--- src/rtl/integer_matrix_multiply_core_macros.svh ---
// assertion macros for the integer matrix multiply core
`ifndef INTEGER_MATRIX_MULTIPLY_CORE_MACROS_SVH
`define INTEGER_MATRIX_MULTIPLY_CORE_MACROS_SVH
`define IMM_ASSERT_IMPL(label, clk, rst, a, c) \
   label: assert property (@(posedge clk) disable iff (rst) (a) |-> (c)) \
      else $error("imm check failed");
`define IMM_ASSERT_NEXT(label, clk, rst, a, c) \
   label: assert property (@(posedge clk) disable iff (rst) (a) |=> (c)) \
      else $error("imm check failed");
`endif

--- src/rtl/imm_pkg.sv ---
// shared types and constants for the integer matrix multiply core
package imm_pkg;
   localparam int DATA_W = 32;
   localparam logic [1:0] EW_8 = 2'd0;
   localparam logic [1:0] EW_16 = 2'd1;
   localparam logic [1:0] EW_32 = 2'd2;
   localparam logic [1:0] REG_A_ROWS = 2'd0;
   localparam logic [1:0] REG_INNER = 2'd1;
   localparam logic [1:0] REG_B_COLS = 2'd2;
   localparam logic [1:0] REG_EW = 2'd3;
   typedef struct packed {
      logic shift_a;
      logic shift_b;
   } cell_ctl_type;
endpackage

--- src/rtl/imm_cell.sv ---
// one chain cell: holds an a and a b word, hands both to its neighbour, multiplies them
module imm_cell (
   input  logic                       clock,
   input  imm_pkg::cell_ctl_type      ctl,
   input  logic [imm_pkg::DATA_W-1:0] a_in,
   input  logic [imm_pkg::DATA_W-1:0] b_in,
   output logic [imm_pkg::DATA_W-1:0] a_out,
   output logic [imm_pkg::DATA_W-1:0] b_out,
   output logic [imm_pkg::DATA_W-1:0] prod_out
);
   logic [imm_pkg::DATA_W-1:0] a_ff, b_ff, prod_ff;
   always_ff @(posedge clock) begin
      if (ctl.shift_a) a_ff <= a_in;
      if (ctl.shift_b) b_ff <= b_in;
      prod_ff <= a_ff * b_ff;
   end
   assign a_out = a_ff;
   assign b_out = b_ff;
   assign prod_out = prod_ff;
endmodule

--- config.mk ---
export PLATFORM = sky130hd
export DESIGN_NAME = imm_cell
export DESIGN_NICKNAME = d
export VERILOG_FILES = /design/src/rtl/integer_matrix_multiply_core_macros.svh /design/src/rtl/imm_pkg.sv /design/src/rtl/imm_cell.sv
export SDC_FILE = /design/constraint.sdc
export NUM_CORES = 1
export LEC_CHECK = 0
export BUFFER_PORTS_ARGS = -buffer_cell sky130_fd_sc_hd__clkbuf_2
export CAP_MARGIN = 25
export CORE_MARGIN = 2
export CORE_UTILIZATION = 35
export CTS_CLUSTER_DIAMETER = 100
export DETAILED_ROUTE_END_ITERATION = 10
export PLACE_DENSITY = 0.55
export SETUP_SLACK_MARGIN = 0.4
export SLEW_MARGIN = 25
export SYNTH_ARGS = -nofsm -noshare
export SYNTH_HDL_FRONTEND = slang
export SYNTH_SLANG_ARGS = --single-unit
--- constraint.sdc ---
create_clock -name clock -period 9.2 [get_ports clock]
set_input_delay 1.84 -clock clock [delete_from_list [all_inputs] [get_ports clock]]
set_output_delay 1.84 -clock clock [all_outputs]
set_load 0.02 [all_outputs]
Word-level counts from Yosys, hierarchy flattened
Index checks and enable logic that the tools add are counted.
Widths: inputs -> output; s select.
- add/subtract/negate cells: 0
- multiply operators: 1
- divide/modulo/power cells: 0
- $lt $le $gt $ge: 0
- eq/ne operators: 0
- shift-type cells: 0
- muxes and demuxes: 0
- bitwise gates (word level): 0
- reduce and logical (&&, ||, !) cells: 0
- operators by type and width (cell ; count):
    $mul 32x32->32 ; 1
- register bits: 96
- bits in latches: 0
- bits in writable memories: 0
- memory bits (read-only): 0
- output and inout port bits: 96
- word-level logic and storage cells: 4
- memories: 0

Longest topological paths before layout
Gate-level depths: netlist of run 1.
- depth after elaboration: 1
- mapped depth: 26
- mapped depth without buffers: 24

Least setup slack after synthesis of run 1
Ideal clock, no wire load.
- kind: reg-to-reg
- from: reg b_ff, in the netlist b_out[2]
- to: reg prod_ff, in the netlist prod_out[31]
- setup time: 121 ps
- arrival: 6741 ps
- required time: 9079 ps
- slack: 2338 ps
- stages on the path, launching flop included: 25
- buffers on the path: 2
- clock period less this slack: 6862 ps
- path through: edfxtp_1 clkbuf_1 clkbuf_1 and2_1 fa_1 inv_1 fa_1 fa_1 fa_1 inv_1 fa_1 inv_1 fa_1 inv_1 fa_1 fa_1 ha_1 nand2_1 o21ai_0 a311oi_2 o211ai_2 a41oi_2 a211oi_1 a211o_1 xnor2_1
- cells in the longest elaborated chain, start to end: 1
- RTL lines (element ; RTL line ; RTL):
    start, declared ; imm_cell.sv:11 ; logic [imm_pkg::DATA_W-1:0] a_ff, b_ff, prod_ff;
    start signal, assigned ; imm_cell.sv:14 ; if (ctl.shift_b) b_ff <= b_in;
    $mul 32x32->32 ; imm_cell.sv:15 ; prod_ff <= a_ff * b_ff;
    end signal, assigned ; imm_cell.sv:15 ;
    end, declared ; imm_cell.sv:11 ;
No other way between the ends.
A chain may end at the register's enable or synchronous reset.

Final worst setup path of run 1
- from: reg a_ff, in the netlist a_out[9]
- to: reg prod_ff, in the netlist prod_out[31]
- cells in the longest elaborated chain, start to end: 1
- RTL lines (element ; RTL line ; RTL):
    start, declared ; imm_cell.sv:11 ;
    start signal, assigned ; imm_cell.sv:13 ; if (ctl.shift_a) a_ff <= a_in;
    $mul 32x32->32 ; imm_cell.sv:15 ;
No other way between the ends.

==> qor.txt, run 1 <==
status: completed
yosys warns: 0
drt total wl: 48700 µm
clock skew: 20.6 ps
WHS Endpoint: prod_out[1]
simple-gate share of the synthesized area: 17.2%
period utilization: 80.8%
fmax: 0.135 GHz
vias in the first global route: 13700
clk buf depth: 2
Critical R2R Launch: a_out[9]
Setup Crit Path Kind: reg -> reg
Required @ worst endpoint: 9450 ps
hold crit path type: reg -> reg
Final TNS setup: 0 ps
gpl congestion: 0.838
Final Core Density: 39.0%
max layer used: met4
Post-synth EDFFs: 64
crit end category: flip-flop
final hold vios: 0
Area Overhead vs Synth: 9.70%
asr flop ratio synth: 0%
DR WL met3: 1950 µm
first-pass GRT wire length: 77400 µm
routed length on met1: 22200 µm
hold_buf cts: 0
IO Pins: 163
Seq/Total Area, Yosys: 14.0%
DR WL/cell: 18.7 µm
post-synthesis register bit count: 96
router iterations before antenna repair: 4
largest family of logic cells by synthesized area: adder cells
Core Region: 0.0515 mm²
startpoint type of the worst setup path: flip-flop
post-synthesis adder-cell area fraction: 53.0%
Setup Viol. Count Final: 0
# DRC: 0
Starting Density: 35.6%
routed vias/inst: 4.69
xor/xnor cell area share of the yosys netlist: 4.11%
R2R Path End: prod_out[31]
vias post-DR: 12200
fin nets: 2510
Max Slew Vio Count: 0
maximum number of pins on one net before global-route repair: 33
number of library cell types mapped by synthesis: 44
overflow left after global routing: 0
Die Width: 233 µm
Die Height: 233 µm
crit path max fanout: 24
Synth Instances: 1803
row count: 83
cts bufs inserted: 9
Post-Syn Nets: 2401
hpwl dp: 39100 µm
RSZ-0062 raised after global routing: no
post-cts sizing count: 0
worst hold start: b_out[1]
Reg2Reg Setup Slack: 1770 ps
antenna violations before repair: 0
ys flop type: edfxtp_1
slew margin rel.: 28.3%
Total Routing Usage GR: 19.0%
max cap viols: 0
final worst path period need: 7430 ps
htree depth: 3
I/O Buffers: 162
die area: 0.0542 mm²
CTS root buffer: clkbuf_16
Mapped Area: 0.0183 mm²
WP data arrival: 7680 ps
mux share of post-synthesis cell area: 0%
hold depth: 3
WL met2: 23300 µm
Compound-Gate Fraction of Synth Area: 2.72%
number of fill cells: 5182
Final ANT Viol Nets: 0
Worst-path clk slew: 70 ps
worst r2r path cells: 23
clk_lat worst skew: 400 ps
syn_area_per_cell: 10.2 µm²
initial DRC count: 540
postcts setup bufs: 0
share of cells above drive strength 1: 10.5%
CTS tree: built
clock sink count: 96
slew at the pin closest to its max-slew limit: 1080 ps
ANT cells: 0
Yosys cell counts (2+ instances only):
master | number | area, µm²
a211oi_1 | 3 | 22.5
xor2_1 | 19 | 166
o21ai_1 | 4 | 20.0
ha_1 | 123 | 1540
and2_1 | 370 | 2310
nor2_1 | 10 | 37.5
a211o_1 | 2 | 17.5
o21a_1 | 3 | 22.5
xnor2_1 | 67 | 587
inv_1 | 359 | 1350
buf_2 | 2 | 10.0
o21ai_0 | 10 | 50.1
edfxtp_1 | 64 | 1920
nand2b_1 | 4 | 25.0
fa_1 | 408 | 8170
nand3_1 | 4 | 20.0
nor2b_1 | 2 | 12.5
a21o_1 | 7 | 52.6
a21oi_1 | 26 | 130
and3_1 | 3 | 18.8
o21bai_1 | 4 | 30.0
clkbuf_1 | 78 | 293
nand2_1 | 179 | 672
dfxtp_1 | 32 | 641
metrics by stage:
stage	hold slack (ps)	std cells	worst slack [ps]	instance area, µm²
4_1_cts	1030	2597	1760	20100
5_1_grt	1080	2597	1450	20100
3_5_place_dp	1000	2581	1750	19800
6_report	1010	2597	1770	20100
2_1_floorplan	679	1803	2340	18300
3_3_place_gp	1010	2581	1910	19800
placed cells by master, fill, tap and decap left out, types with 4 or more instances in the layout:
cell and count:
clkbuf_16 9, buf_4 16, a21o_1 7, o21bai_1 4
o21ai_0 10, nand3_1 4, o21ai_1 4, nor2_1 10
a21oi_1 26, xnor2_1 67, dfxtp_1 32, ha_1 123
and2_1 370, fa_1 408, xor2_1 19, nand2_1 179
edfxtp_1 64, inv_1 359, nand2b_1 4, clkbuf_2 162
worst max-delay path by stage:
stage,startpoint,end,depth (start not counted)
6_report,a_out[9],prod_out[31],23
5_1_grt,a_out[9],prod_out[31],23
3_3_place_gp,a_out[9],prod_out[31],23
2_1_floorplan,b_out[2],prod_out[31],24
3_5_place_dp,a_out[9],prod_out[31],23
4_1_cts,b_out[6],prod_out[31],22
critical path, stage by stage (launching register included):
cell      delay, ps
edfxtp_1       1030
nand2_1         190
fa_1            450
inv_1            70
fa_1            430
fa_1            510
inv_1            50
fa_1            480
inv_1            50
fa_1            510
inv_1            60
fa_1            530
inv_1            50
fa_1            490
fa_1            420
ha_1            380
nand2_1         100
o21ai_0         100
a311oi_2        320
o211ai_2        160
a41oi_2         360
a211oi_1        140
a211o_1         290
xnor2_1         130
final cells by class:
| cell class | count | area [µm²] | share of cell area, % |
|---|---|---|---|
| multi-input cells | 1268 | 14100 | 70.2 |
| flip-flops and latches | 96 | 2560 | 12.8 |
| inverters | 359 | 1350 | 6.71 |
| repair buffers | 178 | 931 | 4.63 |
| well taps | 680 | 851 | 4.23 |
| clock buffers | 9 | 225 | 1.12 |
| clock inverters | 7 | 72.6 | 0.361 |
state kept, by name, summed over array words and instances (netlist names):
| signal | count |
|---|---|
| b_out | 32 |
| a_out | 32 |
| prod_out | 32 |
per-layer routing:
layer  vias up  GRT usage (%)
met5         -              0
met2       274           31.7
met4         0           5.85
met3        44           2.37
li1       5515              -
met1      6354           25.7
cell families (layout without fill, tap and decap cells):
kind of cell / after synthesis / in the layout
compound gates: 73 / 73
xor+xnor: 86 / 86
fa+ha+maj: 531 / 531
buf+inv: 439 / 553
flops: 96 / 96
simple gates: 578 / 578
Power of run 1 is left out: the tool's default activity adds up to more than one toggle a clock period on the data nets, which glitch-free logic cannot reach.
==> run 2: changes to the inputs <==
==> constraint.sdc (replaced) <==
create_clock -name clock -period 6.9 [get_ports clock]
set_input_delay 1.38 -clock clock [delete_from_list [all_inputs] [get_ports clock]]
set_output_delay 1.38 -clock clock [all_outputs]
set_load 0.02 [all_outputs]
==> qor.txt, run 2 (same netlist as run 1, synthesis figures left out) <==
status: completed
pre-CTS WS: 52.3 ps
CTS tree: built
R2R Path End: prod_out[31]
clock sink count: 96
die area: 0.0542 mm²
row count: 83
first-pass GRT wire length: 82400 µm
WHS Endpoint: prod_out[0]
gpl congestion: 0.868
Register Area: 0.00256 mm²
# DRC: 0
slew margin rel.: 36.7%
RSZ-0062 raised after global routing: yes
Critical R2R Launch: a_out[12]
slew at the pin closest to its max-slew limit: 950 ps
Required @ worst endpoint: 7180 ps
Starting Density: 35.6%
overflow left after global routing: 0
multi-input logic area: 0.0146 mm²
Core Region: 0.0515 mm²
CTS root buffer: clkbuf_16
drt total wl: 53700 µm
Max Slew Vio Count: 0
router iterations before antenna repair: 5
crit end category: flip-flop
Slowest cell on crit path: fa_1
vias post-DR: 13000
Fin Hold WS: 838 ps
Setup Viol. Count Final: 0
Die Width: 233 µm
worst r2r path cells: 22
Total Routing Usage GR: 20.4%
hold depth: 2
Reg2Reg Setup Slack: 200 ps
initial DRC count: 662
fin nets: 2647
WP data arrival: 6980 ps
number of fill cells: 5049
Setup WS post-layout: 199 ps
crit path max fanout: 7
max cap viols: 0
clk buf depth: 2
max incr delay on CP: 550 ps
clock skew: 20.9 ps
Final ANT Viol Nets: 0
htree depth: 3
most frequent cells in the layout: fa_1, and2_1, inv_1
cell family with the largest share of critical-path delay: adder cells
Final Core Density: 42.5%
commonest non-fill, non-tap cell in the layout: fa_1
period utilization: 97.1%
Final TNS setup: 0 ps
routed vias/inst: 4.74
Die Height: 233 µm
CP cell instances: and2_4 -> fa_1 -> fa_1 -> fa_1 -> inv_2 -> fa_1 -> inv_1 -> fa_1 -> inv_1 -> fa_1 -> inv_1 -> fa_1 -> fa_1 -> ha_4 -> nand2_2 -> o21ai_2 -> a311oi_4 -> o211ai_2 -> a41oi_4 -> a211oi_2 -> a211o_1 -> xnor2_2
maximum number of pins on one net before global-route repair: 33
vias in the first global route: 14000
antenna violations before repair: 1
Worst-path clk slew: 90 ps
clk_lat worst skew: 400 ps
Buf+Inv Stages, Crit Path: 4
hpwl dp: 44100 µm
hold crit path type: reg -> reg
final hold vios: 0
Crit path top cell by count: fa_1
I/O Buffers: 162
Setup Crit Path Kind: reg -> reg
startpoint type of the worst setup path: flip-flop
hold_buf cts: 0
worst hold start: a_out[0]
final worst path period need: 6700 ps
cts bufs inserted: 9
DR WL/cell: 19.6 µm
IO Pins: 163
Area Overhead vs Synth: 19.4%
fmax: 0.149 GHz
share of cells above drive strength 1: 20.9%
==> run 2: cell types whose count changed in the layout (fill, tap and decap cells not counted), sizes merged <==
cell,previous run,this run
inv,362,361
clkbuf,171,173
diode,0,1
buf,16,151
clkinvlp,0,1
==> run 2: metrics by stage <==
| stage | area, µm² | cells |
|---|---|---|
| after detailed placement | 20300 | 2646 |
| after floorplan | 18400 | 1803 |
| after CTS | 21300 | 2719 |
| final | 21900 | 2735 |
| after global placement | 20300 | 2646 |
| after global routing | 21900 | 2735 |
==> run 2: timing repair <==
action | in CTS | in global routing
resized for setup | 46 | 88
endpoints found under the setup margin | 9 | 15
buffers inserted | 57 | 13
pin swaps | 40 | 54
cloned | 0 | 2
==> run 2: cell type report <==
class | count | share of cell area, %
multi-input combinational | 1268 | 66.7
sequential | 96 | 11.7
timing repair buffer | 315 | 10.1
inverter | 359 | 6.16
tap | 680 | 3.89
clock buffer | 9 | 1.03
clock inverter | 7 | 0.389
antenna | 1 | 0.0114
==> run 2: how the worst max path moves through the flow <==
stage                     cells after the start  slack, ps           end      start
final                                        22        200  prod_out[31]  a_out[12]
after global routing                         23         50  prod_out[31]   b_out[6]
after CTS                                    23        230  prod_out[29]   b_out[2]
after detailed placement                     21         50  prod_out[29]   b_out[2]
after global placement                       21        150  prod_out[29]   b_out[2]
after floorplan                              24        390  prod_out[31]   b_out[3]
==> run 2: metal layers <==
metal / up-vias / global-route usage, % / part of all wire, % / routed length (µm)
met3: 48 / 3.48 / 5.8 / 3130
met2: 356 / 32.4 / 46 / 24700
li1: 5796 / - / - / -
met4: 0 / 5.53 / 2.3 / 1250
met5: - / 0 / 0 / 0
met1: 6766 / 28.9 / 46 / 24600
==> run 2: worst reg2reg max path, cell delays in order, from the launching register on <==
cell and delay [ps]:
edfxtp_1 510, and2_4 220, fa_1 550, fa_1 430, fa_1 530, inv_2 40
fa_1 520, inv_1 60, fa_1 480, inv_1 50, fa_1 470, inv_1 50
fa_1 440, fa_1 530, ha_4 220, nand2_2 60, o21ai_2 70, a311oi_4 260
o211ai_2 170, a41oi_4 350, a211oi_2 120, a211o_1 310, xnor2_2 130
Power of run 2 is left out for the same reason.
